===== src/rtl/core/wildcard_byte_pattern_scan_core_macros.svh =====
// Assertion helpers for the byte pattern scan core.
`ifndef WILDCARD_BYTE_PATTERN_SCAN_CORE_MACROS_SVH
`define WILDCARD_BYTE_PATTERN_SCAN_CORE_MACROS_SVH

// Check a consequence in the same cycle as its trigger.
`define WBPS_ASSERT_NOW(label, clk, rst_n, ante, cons, msg) \
    label: assert property (@(posedge clk) disable iff (!rst_n) (ante) |-> (cons)) \
        else $error(msg);

// Check a consequence in the cycle after its trigger.
`define WBPS_ASSERT_NEXT(label, clk, rst_n, ante, cons, msg) \
    label: assert property (@(posedge clk) disable iff (!rst_n) (ante) |=> (cons)) \
        else $error(msg);

`endif


===== src/rtl/core/wbps_pkg.sv =====
package wbps_pkg;

    // Wildcard signature byte: matches any data byte
    localparam logic [7:0] WILDCARD_BYTE = 8'hCC;

    // Signature storage and length register
    localparam int PAT_REG_BYTES = 16;
    localparam int PAT_LEN_W     = 5;
    localparam int PAT_IDX_W     = 4;

    // Result offset field width
    localparam int OFFSET_W = 32;

    // Configuration port
    localparam int CFG_IDX_W  = 2;
    localparam int CFG_DATA_W = 64;

    localparam logic [CFG_IDX_W-1:0] CFG_PATTERN_LOW    = 2'd0;
    localparam logic [CFG_IDX_W-1:0] CFG_PATTERN_HIGH   = 2'd1;
    localparam logic [CFG_IDX_W-1:0] CFG_PATTERN_LENGTH = 2'd2;

    // Per-cell control from the top level
    typedef struct packed {
        logic       shift;
        logic       active;
        logic [7:0] expected;
    } cell_ctrl_t;

endpackage


===== src/rtl/core/wbps_cell.sv =====
module wbps_cell (
    input  logic                clk,
    input  wbps_pkg::cell_ctrl_t ctrl,
    input  logic [7:0]          shift_in,
    output logic [7:0]          shift_out,
    output logic                hit
);

    logic [7:0] byte_reg;
    logic [7:0] byte_next;
    logic       care;

    // Advance the window byte on each accepted request
    assign byte_next = ctrl.shift ? shift_in : byte_reg;

    always_ff @(posedge clk)
    begin
        byte_reg <= byte_next;
    end

    assign shift_out = byte_reg;

    // Compare the byte entering this position against its signature byte
    assign care = ctrl.active && (ctrl.expected != wbps_pkg::WILDCARD_BYTE);
    assign hit  = !care || (shift_in == ctrl.expected);

endmodule


===== src/rtl/core/wildcard_byte_pattern_scan_core.sv =====
// Output: a result is registered into the output register in the cycle after the byte that causes it is accepted.
// Throughput: one byte per cycle; the window compare runs in parallel across the cell row,
// and the output register accepts a new byte whenever it is empty or being drained.
// Reset: clears the byte counter, the match flag, the output valid and the signature
// registers (length reads as one); window bytes are not cleared.
`include "wildcard_byte_pattern_scan_core_macros.svh"

module wildcard_byte_pattern_scan_core #(
    parameter int MAX_PATTERN = 16,
    parameter int OFFSET_BITS = 32
) (
    input  logic                               clk,
    input  logic                               rst_n,
    input  logic                               cfg_valid,
    output logic                               cfg_ready,
    input  logic [wbps_pkg::CFG_IDX_W-1:0]     cfg_index,
    input  logic [wbps_pkg::CFG_DATA_W-1:0]    cfg_data,
    input  logic                               item_valid,
    output logic                               item_ready,
    input  logic [7:0]                         data_byte,
    input  logic                               last_byte,
    output logic                               result_valid,
    input  logic                               result_ready,
    output logic                               found,
    output logic [wbps_pkg::OFFSET_W-1:0]      match_offset
);

    localparam int LIMIT = (MAX_PATTERN < wbps_pkg::PAT_REG_BYTES) ?
                           MAX_PATTERN : wbps_pkg::PAT_REG_BYTES;
    localparam int POS_W = ($clog2(MAX_PATTERN + 1) > wbps_pkg::PAT_LEN_W) ?
                           $clog2(MAX_PATTERN + 1) : wbps_pkg::PAT_LEN_W;

    // Signature registers
    logic [wbps_pkg::CFG_DATA_W-1:0] pat_low_reg;
    logic [wbps_pkg::CFG_DATA_W-1:0] pat_high_reg;
    logic [wbps_pkg::PAT_LEN_W-1:0]  pat_len_reg;
    logic [wbps_pkg::PAT_LEN_W-1:0]  eff_len;
    logic [wbps_pkg::PAT_REG_BYTES*8-1:0] pat_bytes;

    // Scan state
    logic [OFFSET_BITS-1:0] count_reg;
    logic [OFFSET_BITS-1:0] count_next;
    logic [OFFSET_BITS-1:0] off_full;
    logic                   match_seen_reg;
    logic                   match_seen_next;

    // Output register
    logic                          result_valid_reg;
    logic                          result_valid_next;
    logic                          found_reg;
    logic [wbps_pkg::OFFSET_W-1:0] offset_reg;

    logic item_fire;
    logic cfg_fire;
    logic len_ok;
    logic window_hit;
    logic match_now;
    logic result_gen;

    logic [7:0]             link [MAX_PATTERN+1];
    logic [MAX_PATTERN-1:0] hits;

    assign cfg_ready  = 1'b1;
    assign cfg_fire   = cfg_valid && cfg_ready;
    assign item_ready = !result_valid_reg || result_ready;
    assign item_fire  = item_valid && item_ready;

    // Write signature registers
    always_ff @(posedge clk or negedge rst_n)
    begin
        if (!rst_n)
        begin
            pat_low_reg  <= '0;
            pat_high_reg <= '0;
            pat_len_reg  <= wbps_pkg::PAT_LEN_W'(1);
        end
        else if (cfg_fire)
        begin
            case (cfg_index)
                wbps_pkg::CFG_PATTERN_LOW:    pat_low_reg  <= cfg_data;
                wbps_pkg::CFG_PATTERN_HIGH:   pat_high_reg <= cfg_data;
                wbps_pkg::CFG_PATTERN_LENGTH: pat_len_reg  <= cfg_data[wbps_pkg::PAT_LEN_W-1:0];
                default:                      ;
            endcase
        end
    end

    // Clamp the length into one..LIMIT
    always_comb
    begin
        if (pat_len_reg == '0)
            eff_len = wbps_pkg::PAT_LEN_W'(1);
        else if (pat_len_reg > wbps_pkg::PAT_LEN_W'(LIMIT))
            eff_len = wbps_pkg::PAT_LEN_W'(LIMIT);
        else
            eff_len = pat_len_reg;
    end

    assign pat_bytes = {pat_high_reg, pat_low_reg};

    // Row of window cells; position zero holds the newest byte
    assign link[0] = data_byte;

    genvar k;
    generate
        for (k = 0; k < MAX_PATTERN; k++)
        begin : g_cell
            wbps_pkg::cell_ctrl_t      ctrl;
            logic [wbps_pkg::PAT_IDX_W-1:0] pat_idx;

            assign pat_idx = wbps_pkg::PAT_IDX_W'(POS_W'(eff_len) - POS_W'(k + 1));

            assign ctrl.shift    = item_fire;
            assign ctrl.active   = POS_W'(eff_len) > POS_W'(k);
            assign ctrl.expected = pat_bytes[pat_idx*8 +: 8];

            wbps_cell u_cell (
                .clk       (clk),
                .ctrl      (ctrl),
                .shift_in  (link[k]),
                .shift_out (link[k+1]),
                .hit       (hits[k])
            );
        end
    endgenerate

    assign window_hit = &hits;

    // Saturating byte count and match decision
    assign count_next = (count_reg == '1) ? count_reg : count_reg + 1'b1;
    assign len_ok     = count_next >= OFFSET_BITS'(eff_len);
    assign off_full   = count_next - OFFSET_BITS'(eff_len);
    assign match_now  = !match_seen_reg && len_ok && window_hit;
    assign result_gen = match_now || (last_byte && !match_seen_reg);

    assign match_seen_next = match_seen_reg || match_now;

    // Advance scan state; drop it at the region end
    always_ff @(posedge clk or negedge rst_n)
    begin
        if (!rst_n)
        begin
            count_reg      <= '0;
            match_seen_reg <= 1'b0;
        end
        else if (item_fire)
        begin
            if (last_byte)
            begin
                count_reg      <= '0;
                match_seen_reg <= 1'b0;
            end
            else
            begin
                count_reg      <= count_next;
                match_seen_reg <= match_seen_next;
            end
        end
    end

    // Hold the result until taken
    always_comb
    begin
        if (item_fire)
            result_valid_next = result_gen;
        else if (result_ready)
            result_valid_next = 1'b0;
        else
            result_valid_next = result_valid_reg;
    end

    always_ff @(posedge clk or negedge rst_n)
    begin
        if (!rst_n)
            result_valid_reg <= 1'b0;
        else
            result_valid_reg <= result_valid_next;
    end

    always_ff @(posedge clk)
    begin
        if (item_fire && result_gen)
        begin
            found_reg  <= match_now;
            offset_reg <= match_now ? wbps_pkg::OFFSET_W'(off_full) : '0;
        end
    end

    assign result_valid = result_valid_reg;
    assign found        = found_reg;
    assign match_offset = offset_reg;

    // Region end clears the scan state
    `WBPS_ASSERT_NEXT(a_region_clear, clk, rst_n, item_fire && last_byte,
        count_reg == '0 && !match_seen_reg, "scan state not cleared at region end")

    // No result once a match has been reported in this region
    `WBPS_ASSERT_NEXT(a_quiet_after_match, clk, rst_n, item_fire && match_seen_reg,
        !result_valid_reg, "result produced after match already reported")

    // A found result always comes with the match flag set or a region end
    `WBPS_ASSERT_NEXT(a_found_sets_flag, clk, rst_n, item_fire && match_now && !last_byte,
        match_seen_reg && result_valid_reg && found_reg, "match not recorded")

endmodule


===== config.mk =====
export PLATFORM = sky130hd
export DESIGN_NAME = wildcard_byte_pattern_scan_core
export DESIGN_NICKNAME = d
export VERILOG_FILES = /design/src/rtl/core/wbps_pkg.sv /design/src/rtl/core/wbps_cell.sv /design/src/rtl/core/wildcard_byte_pattern_scan_core.sv
export VERILOG_INCLUDE_DIRS = /design/src /design/src/rtl/core
export SDC_FILE = /design/constraint.sdc
export NUM_CORES = 1
export LEC_CHECK = 0
export BUFFER_PORTS_ARGS = -buffer_cell sky130_fd_sc_hd__buf_2
export CORE_MARGIN = 2
export CORE_UTILIZATION = 41
export DETAILED_ROUTE_END_ITERATION = 8
export PLACE_DENSITY = 0.6
export SYNTH_ARGS = -nofsm -noshare
export SYNTH_HDL_FRONTEND = slang
export SYNTH_SLANG_ARGS = --single-unit

===== constraint.sdc =====
create_clock -name clk -period 18.1 [get_ports clk]
set_input_delay 3.62 -clock clk [delete_from_list [all_inputs] [get_ports clk]]
set_output_delay 3.62 -clock clk [all_outputs]
set_load 0.01 [all_outputs]

# Yosys cells after proc, flatten, opt, wreduce, memory -nomap -nowiden
# Cells that the tools add are included.
dict set report word_totals {
  input_bits 80
  register_bits 320
  out_inout_bits 36
  wordCells 182
}
dict set report classes {
  magnitude_cmp 18
  eq_ne 35
  n_shift 16
  n_addsub 18
  reduce_logical 65
  muxes 7
}
# cell count
set ops {}
lappend ops {{indexed part select 128 x 8 -> 8 bit} 16}
lappend ops {{== test 8 bit} 16}
lappend ops {{inequality test 8 bit, second input constant} 16}
lappend ops {{2-to-1 mux 32 bit} 2}
lappend ops {{> comparator 5 x 4 -> 1 bit, second input constant} 8}
lappend ops {{adder 32 x 1 -> 32 bit, second input constant} 1}
lappend ops {{== test 32 bit, second input constant} 1}
lappend ops {{>= comparator 32 x 5 -> 1 bit} 1}
lappend ops {{subtractor 32 x 5 -> 32 bit} 1}
lappend ops {{subtractor 4 bit, second input constant} 8}
lappend ops {{logical AND 1 bit} 21}
lappend ops {{> comparator 5 x 3 -> 1 bit, second input constant} 4}
lappend ops {{logical OR 1 bit} 19}
lappend ops {{zero test 1 bit} 18}
lappend ops {{AND reduction 16 bit} 1}
lappend ops {{subtractor 4 x 3 -> 4 bit, second input constant} 4}
lappend ops {{> comparator 5 x 1 -> 1 bit, second input constant} 2}
lappend ops {{> comparator 5 x 2 -> 1 bit, second input constant} 2}
lappend ops {{2-to-1 mux 5 bit} 2}
lappend ops {{subtractor 4 x 1 -> 4 bit, second input constant} 2}
lappend ops {{subtractor 4 x 2 -> 4 bit, second input constant} 2}
lappend ops {{AND reduction 2 bit} 3}
lappend ops {{> comparator 5 bit, second input constant} 1}
lappend ops {{zero test 5 bit} 1}
lappend ops {{5 further kinds} 7}

# Longest topological paths before layout
# Gate-level depths: netlist of the first run.
dict set report depth {
  word_depth 13
  depth_mapped 23
  depth_no_buf 20
}

# Cells and area by module
# Synthesis of the first run repeated with hierarchy kept, for this count alone.
dict set report unflattened {
  hier_cells 1758
  hier_area_um2 21018.9
}
# mod instances cells_per_inst area_each_um2 seq_area_each_um2
set modules_own_cells {}
lappend modules_own_cells {wildcard_byte_pattern_scan_core 1 1406 15293.4 5171.2}
lappend modules_own_cells {wbps_cell 16 22 357.8 240.2}

# Worst setup path after synthesis of the first run
# Ideal clock, no wire load.
dict set report synth_path {
  path_type {input-to-reg}
  from {input result_ready}
  to {register count_reg[0]}
  path_stages 7
  n_path_buf 1
  path_slack_ns 9.794
  setup_ns 0.131
  required_time_ns 17.969
  arrival_ns 8.176
  path_cell_list {nand2b_1 -> nand2_1 -> inv_1 -> clkbuf_1 -> o21ai_0 -> nand2_1 -> o31ai_1}
}
dict set report synth_between {
  elab_chain_len 2
}
# item line_no
set synth_rtl {}
lappend synth_rtl {{start, declared} wildcard_byte_pattern_scan_core.sv:23} ;# input logic result_ready,
lappend synth_rtl {{logical OR 1 bit} wildcard_byte_pattern_scan_core.sv:65} ;# assign item_ready = !result_valid_reg || result_ready;
lappend synth_rtl {{logical AND 1 bit} wildcard_byte_pattern_scan_core.sv:66} ;# assign item_fire = item_valid && item_ready;
lappend synth_rtl {{named net item_fire} wildcard_byte_pattern_scan_core.sv:53} ;# logic item_fire;
lappend synth_rtl {{end signal, assigned} wildcard_byte_pattern_scan_core.sv:155} ;# count_reg <= count_next;
lappend synth_rtl {{end, declared} wildcard_byte_pattern_scan_core.sv:41} ;# logic [OFFSET_BITS-1:0] count_reg;
# The timed path passes the listed nets, and every way through them passes these cells.
# A chain may end at the register's enable or synchronous reset.

# Worst setup path in the final report of the first run
dict set report layout_path {
  from {input result_ready}
  to {output item_ready}
}
dict set report layout_between {
  elab_chain_len 1
}
# item line_no
set layout_rtl {}
lappend layout_rtl {{logical OR 1 bit} wildcard_byte_pattern_scan_core.sv:65}
lappend layout_rtl {{end, declared} wildcard_byte_pattern_scan_core.sv:19} ;# output logic item_ready,
# No other way between the ends.

==> results of run 1 <==
==> worst reg2reg max path, stage by stage (launching register included) <==
cell      delay, ns
dfstp_4        0.97
o21bai_4       0.30
buf_4          0.71
buf_4          0.63
mux2i_1        0.16
o221ai_1       0.82
nor2_1         0.16
or4_1          0.50
a211o_1        0.31
or4_1          0.53
a22oi_1        0.30
and3_1         0.23
nand4_2        0.11
buf_4          0.30
a21oi_4        0.93
==> cell type report <==
| type | count | area share [%] |
|---|---|---|
| inverter | 71 | 0.967 |
| clock inverter | 16 | 0.648 |
| tap | 782 | 3.52 |
| sequential | 320 | 31.6 |
| timing repair buffer | 194 | 4.28 |
| antenna | 3 | 0.0270 |
| multi-input combinational | 2184 | 55.1 |
| clock buffer | 52 | 3.83 |
==> cell families after synthesis <==
kind of cell / Yosys count / share of synthesized area, %
AND/OR/NAND/NOR: 869 / 17.5
AO/OA/AOI/OAI: 856 / 24.2
multiplexers: 320 / 13.8
flip-flops: 320 / 34.7
buffers and inverters: 286 / 4.85
XOR/XNOR: 128 / 4.44
adder cells (fa/ha/maj): 10 / 0.525
other: 1 / 0.0148
==> stage by stage <==
step / hold WS [ns] / setup WS (ns) / power, uW
6_report: 0.460 / 10.45 / 3800
5_1_grt: 0.475 / 10.42 / 3940
4_1_cts: 0.450 / 10.44 / 3740
3_5_place_dp: 0.449 / 10.44 / 2950
3_3_place_gp: 0.438 / 10.44 / 2940
2_1_floorplan: 0.426 / 9.79 / 2190
==> per-layer routing <==
metal	part of all wire, %	vias to the layer above	routed length (um)	GRT usage, %
li1	-	10900	-	-
met1	40	12600	50300	51.4
met2	43	1572	55200	60.2
met3	10	362	13000	9.11
met4	6.6	4	8380	21.4
met5	0.022	-	28	0
==> placed cells by master (no fill, tap or decap), types with 21 or more instances in the layout <==
cell type,n
a211oi_1,40
a21o_1,23
a21oi_1,101
a221oi_1,35
a22oi_1,63
a31oi_1,25
and2_1,22
and3_1,35
buf_2,113
buf_4,79
clkbuf_16,39
dfrtp_1,163
edfxtp_1,153
inv_1,65
mux2_2,151
mux2i_1,161
nand2_1,191
nand2b_1,25
nand3_1,88
nand4_1,45
nor2_1,210
nor3_1,73
nor4_1,33
o211ai_1,71
o21a_1,21
o21ai_0,155
o22ai_1,59
or3_1,25
xnor2_1,67
xor2_1,61
==> worst paths after layout <==
| path | start | to | slack, ns | cells after the start |
|---|---|---|---|---|
| worst max-delay path | result_ready | item_ready | 10.45 | 3 |
| worst min-delay path | g_cell[13].u_cell.shift_out[6] | g_cell[14].u_cell.shift_out[6] | 0.46 | 0 |
| worst max register to register | pat_len_reg[0] | match_offset[3] | 10.74 | 14 |
| worst min register to register | g_cell[13].u_cell.shift_out[6] | g_cell[14].u_cell.shift_out[6] | 0.46 | 0 |
| max in group asynchronous | rst_n | pat_len_reg[4] | 12.98 | 3 |
| min in group asynchronous | rst_n | count_reg[15] | 2.98 | 1 |
==> report_power, final <==
part	switching (uW)	leakage (uW)	internal, uW
logic	1270	0.00652	670
registers	224	0.00351	851
clock network	329	0.000608	457
==> out/qor.csv, run 1 <==
metric;value;unit
status;completed;
worstPathMaxFanout;3;
drtAntennaViolNets;0;
ys.flop_type;dfrtp_1;
numCtsBuffers;38;
cts.sinks;320;
num-fill-cells;5870;
h-tree-depth;2;
crit_arrival;4.03;ns
wire_per_inst;35.0;um
cts_tree;done;
yosys.cell_count.top_type;nor2_1;
tns;0;ns
dr.pass1.iters;9;
drt_iter0_markers;3378;
portBuffers;114;
grt.total_usage;39.3;%
grt_start_max_net_pins;134;
fp-row-count;90;
power_density;137;nW/um^2
ys_warn_count;0;
setup_viol;0;
die_w;252;um
critPathTopFamily;buffers and inverters;
dpl-instance-area;26600;sq um
vdd_drop_max;0.111;mV
num_vias;25400;
finalInstanceArea;27800;sq um
drive_above_1_share;16.7;%
rsz0062_at_grt;false;
seqCellArea;8790;sq um
critPathBufInv;2;
start_util;41.7;%
grt_pass1_wl;179000;um
clockBufferDepth;3;
gr-total-overflow;0;
crit_slowest_cell;nand2b_1;
cp-end-kind;primary output;
wirelength;127000;um
synth.area.top_cells;edfxtp_1 18%, dfrtp_1 16%, mux2_2 6.7%;
finalNetCount;2899;
tightest_slew;1.45;ns
num_io_pins;116;
leakagePower;0.0106;uW
max_cap_violations;0;
vias_per_cell;7.02;
hold_viol_final;0;
die_area;63600;sq um
timing.final.crit_share;42.3;%
post_cts_buffers;0;
grt_pass1_vias;23900;
fmax;0.131;GHz
yosysTopAreaCellShare;18.2;%
multi_input_area;15300;sq um
gp_congestion;1.02;
slowest_delay;0.17;ns
synthTopCellsByCount;211 x nor2_1, 191 x nand2_1, 166 x dfrtp_1, 161 x mux2i_1, 155 x o21ai_0;
max_slew_margin;2.87;%
hold_class;reg -> reg;
fin_util;45.9;%
cts_resized;0;
synth_edf_count;153;
cp_cell_sequence;buf_2, nand2b_1, buf_2;
clk_latency;0.58;ns
syn_area;25300;sq um
syn_nets;2880;
fp.coreArea;60600;sq um
antenna_found_initial;8;
yosys.area.top_type;edfxtp_1;
syn_avg_cell_area;9.05;sq um
required;14.48;ns
yosysSeqAreaShare;34.7;%
die_h;252;um
path_clk_slew;0.06;ns
slew_violations;0;
crit_path_start_kind;input port;
ys_types;98;
worstSetupPathType;in -> out;
largest_register_ff_count;120;
layout.cells.non_filler;3622;
async_flop_share;52.2;%
fin_skew;0.0167;ns
dp_cells;3551;
path_common_cell;buf_2;
holdBufCountCts;0;
ys_ff_latch;320;
synthCells;2790;
drcViolationCount;0;
clockRootBuffer;clkbuf_16;
period_minus_slack;7.65;ns
dpl.hpwl;96800;um
area_growth;10.1;%
No activity file was read; power rests on OpenSTA's default activity.
==> run 2: changes to the inputs <==
--- a/config.mk
+++ b/config.mk
@@ -6,11 +6,12 @@
 export SDC_FILE = /design/constraint.sdc
 export NUM_CORES = 1
 export LEC_CHECK = 0
+export ABC_AREA = 1
 export BUFFER_PORTS_ARGS = -buffer_cell sky130_fd_sc_hd__buf_2
 export CORE_MARGIN = 2
 export CORE_UTILIZATION = 41
 export DETAILED_ROUTE_END_ITERATION = 8
-export PLACE_DENSITY = 0.6
+export PLACE_DENSITY = 0.62
 export SYNTH_ARGS = -nofsm -noshare
 export SYNTH_HDL_FRONTEND = slang
 export SYNTH_SLANG_ARGS = --single-unit
==> constraint.sdc (replaced) <==
create_clock -name clk -period 6.7 [get_ports clk]
set_input_delay 1.34 -clock clk [delete_from_list [all_inputs] [get_ports clk]]
set_output_delay 1.34 -clock clk [all_outputs]
set_load 0.01 [all_outputs]
==> out/qor.csv, run 2 <==
metric;value;unit;change
cts_resized;0;;unchanged
synthCells;3593;;was 2790
reg2reg_depth;24;;was 14
total_power;9370;uW;was 3800 uW
fin_util;45.8;%;was 45.9%
setup_viol;0;;unchanged
numCtsBuffers;38;;unchanged
power_density;363;nW/um^2;was 137 nW/um^2
yosys.area.top_type;nand2_1;;was edfxtp_1
grt.total_usage;33.0;%;was 39.3%
dp_cells;4339;;was 3551
rsz0062_at_grt;false;;unchanged
gp_congestion;1.05;;was 1.02
syn_avg_cell_area;6.51;sq um;was 9.05 sq um
period_minus_slack;5.54;ns;
ys.flop_type;dfrtp_1;;unchanged
cts_tree;done;;unchanged
drive_above_1_share;7.06;%;was 16.7%
leakagePower;0.0129;uW;was 0.0106 uW
clk_latency;0.57;ns;was 0.58 ns
antenna_found_initial;2;;was 8
finalNetCount;3713;;was 2899
yosysTopAreaCellShare;20.9;%;was 18.2%
area_growth;10.5;%;was 10.1%
status;completed;;unchanged
largest_register_ff_count;120;;unchanged
holdBufCountCts;0;;unchanged
crit_path_start_kind;flip-flop;;was input port
die_area;59000;sq um;was 63600 sq um
portBuffers;114;;unchanged
layout.cells.non_filler;4408;;was 3622
num_vias;24600;;was 25400
hold_viol_final;0;;unchanged
drtAntennaViolNets;0;;unchanged
ys_types;48;;was 98
syn_nets;3683;;was 2880
ys_warn_count;0;;unchanged
syn_area;23400;sq um;was 25300 sq um
max_cap_violations;0;;unchanged
tightest_slew;1.11;ns;was 1.45 ns
die_h;243;um;was 252 um
vias_per_cell;5.58;;was 7.02
drt_iter0_markers;2545;;was 3378
holdPathStages;0;;unchanged
fin_skew;0.0219;ns;was 0.0167 ns
wire_per_inst;22.1;um;was 35.0 um
most-common-layout-cells;1298 x nand2_1, 842 x nand3_1, 366 x inv_1;;was 210 x nor2_1, 191 x nand2_1, 163 x dfrtp_1
grt_pass1_wl;145000;um;was 179000 um
die_w;243;um;was 252 um
synthTopCellsByCount;1302 x nand2_1, 845 x nand3_1, 367 x inv_1, 166 x dfrtp_1, 166 x o21ai_0;;was 211 x nor2_1, 191 x nand2_1, 166 x dfrtp_1, 161 x mux2i_1, 155 x o21ai_0
required;6.90;ns;was 14.48 ns
dpl.hpwl;77000;um;was 96800 um
timing.final.crit_share;82.7;%;
antenna_cells;0;;was 3
worstHoldStart;g_cell[3].u_cell.shift_out[5];;was g_cell[13].u_cell.shift_out[6]
reg2reg_slack;1.16;ns;was 10.74 ns
clockRootBuffer;clkbuf_16;;unchanged
synth.area.top_cells;nand2_1 21%, edfxtp_1 20%, nand3_1 18%;;was edfxtp_1 18%, dfrtp_1 16%, mux2_2 6.7%
clockBufferDepth;3;;unchanged
fp.coreArea;56400;sq um;was 60600 sq um
h-tree-depth;2;;unchanged
yosysSeqAreaShare;37.5;%;was 34.7%
wirelength;97500;um;was 127000 um
cp-end-kind;flip-flop;;was primary output
vdd_drop_max;0.203;mV;was 0.111 mV
gr-total-overflow;0;;unchanged
crit_arrival;5.74;ns;was 4.03 ns
post_cts_buffers;0;;unchanged
grt_start_max_net_pins;134;;unchanged
synth_edf_count;153;;unchanged
reg2reg_from;pat_len_reg[4];;was pat_len_reg[0]
max_slew_margin;25.8;%;was 2.87%
path_clk_slew;0.05;ns;was 0.06 ns
worstSetupPathType;reg -> reg;;was in -> out
async_flop_share;52.2;%;unchanged
worstPathMaxFanout;77;;was 3
layout_commonest_cell;nand2_1;;was nor2_1
tns;0;ns;unchanged
start_util;41.5;%;was 41.7%
hold_class;reg -> reg;;unchanged
drcViolationCount;0;;unchanged
num_io_pins;116;;unchanged
yosys.cell_count.top_type;nand2_1;;was nor2_1
fmax;0.180;GHz;
dr.pass1.iters;9;;unchanged
r2r-end;match_offset[4];;was match_offset[3]
slew_violations;0;;unchanged
cts.sinks;320;;unchanged
hold-path-endpoint;g_cell[4].u_cell.shift_out[5];;was g_cell[14].u_cell.shift_out[6]
ys_ff_latch;320;;unchanged
fp-row-count;87;;was 90
grt_pass1_vias;23200;;was 23900
==> run 2: where the power goes <==
group,switching (uW),total [uW],internal (uW)
registers,274,2550,2280
clock network,865,2200,1330
logic,3350,4630,1280
total,4490,9370,4890
==> run 2: worst max path at each step <==
stage / start / endpoint / slack [ns] / depth (start not counted)
after global routing: pat_len_reg[4] / match_offset[1] / 0.81 / 24
after floorplan: result_ready / g_cell[0].u_cell.shift_out[0] / 0.79 / 6
after global placement: pat_len_reg[4] / match_offset[2] / 1.34 / 24
after CTS: pat_len_reg[4] / match_offset[1] / 1.34 / 24
final: pat_len_reg[4] / match_offset[4] / 1.16 / 24
after detailed placement: pat_len_reg[4] / match_offset[0] / 1.36 / 24
==> run 2: critical path, stage by stage (launching register included) <==
cell	delay (ns)
dfrtp_1	0.57
inv_2	0.37
nand2_1	0.17
nand2_4	0.69
buf_4	0.38
buf_4	0.25
nand2_1	0.09
nand3_1	0.09
nand2_1	0.13
nand2_1	0.10
nand3_1	0.22
nand2_1	0.17
nand2_1	0.06
nand2_1	0.05
nand2_1	0.05
nor2_1	0.31
nand2_1	0.09
nand2_1	0.09
nand2_1	0.10
inv_1	0.07
nand2_1	0.05
nor2_1	0.31
nand3_1	0.20
nand2_1	0.11
buf_4	0.40
==> run 2: layout make-up <==
class	count	area [sq um]
clock inverters	14	194
multi-input cells	2740	12500
fillers	6036	30500
flip-flops and latches	320	8770
well taps	756	946
inverters	376	1420
clock buffers	55	1130
repair buffers	147	850
==> run 2: cell families after synthesis <==
kind of cell	count (synthesis)	share of synthesized area, %
buf+inv	533	9.16
flops	320	37.5
fa+ha+maj	10	0.567
simple gates	2439	45.3
other cells	1	0.0160
compound gates	237	5.37
xor+xnor	53	2.10
==> run 2: stage by stage <==
stage          area, sq um  setup WS, ns  hold slack (ns)
2_1_floorplan        23400         0.788            0.441
3_3_place_gp         24500          1.34            0.461
3_5_place_dp         24500          1.36            0.461
4_1_cts              25800          1.34            0.477
5_1_grt              25800         0.812            0.498
6_report             25800          1.16            0.470
==> run 2: routing by layer <==
| layer | GRT usage, % | up-vias | share of wire (%) |
|---|---|---|---|
| li1 | - | 11800 | - |
| met1 | 39.8 | 11400 | 39 |
| met2 | 53.1 | 1091 | 45 |
| met3 | 3.72 | 305 | 6.4 |
| met4 | 27.4 | 0 | 10 |
| met5 | 0 | - | 0 |
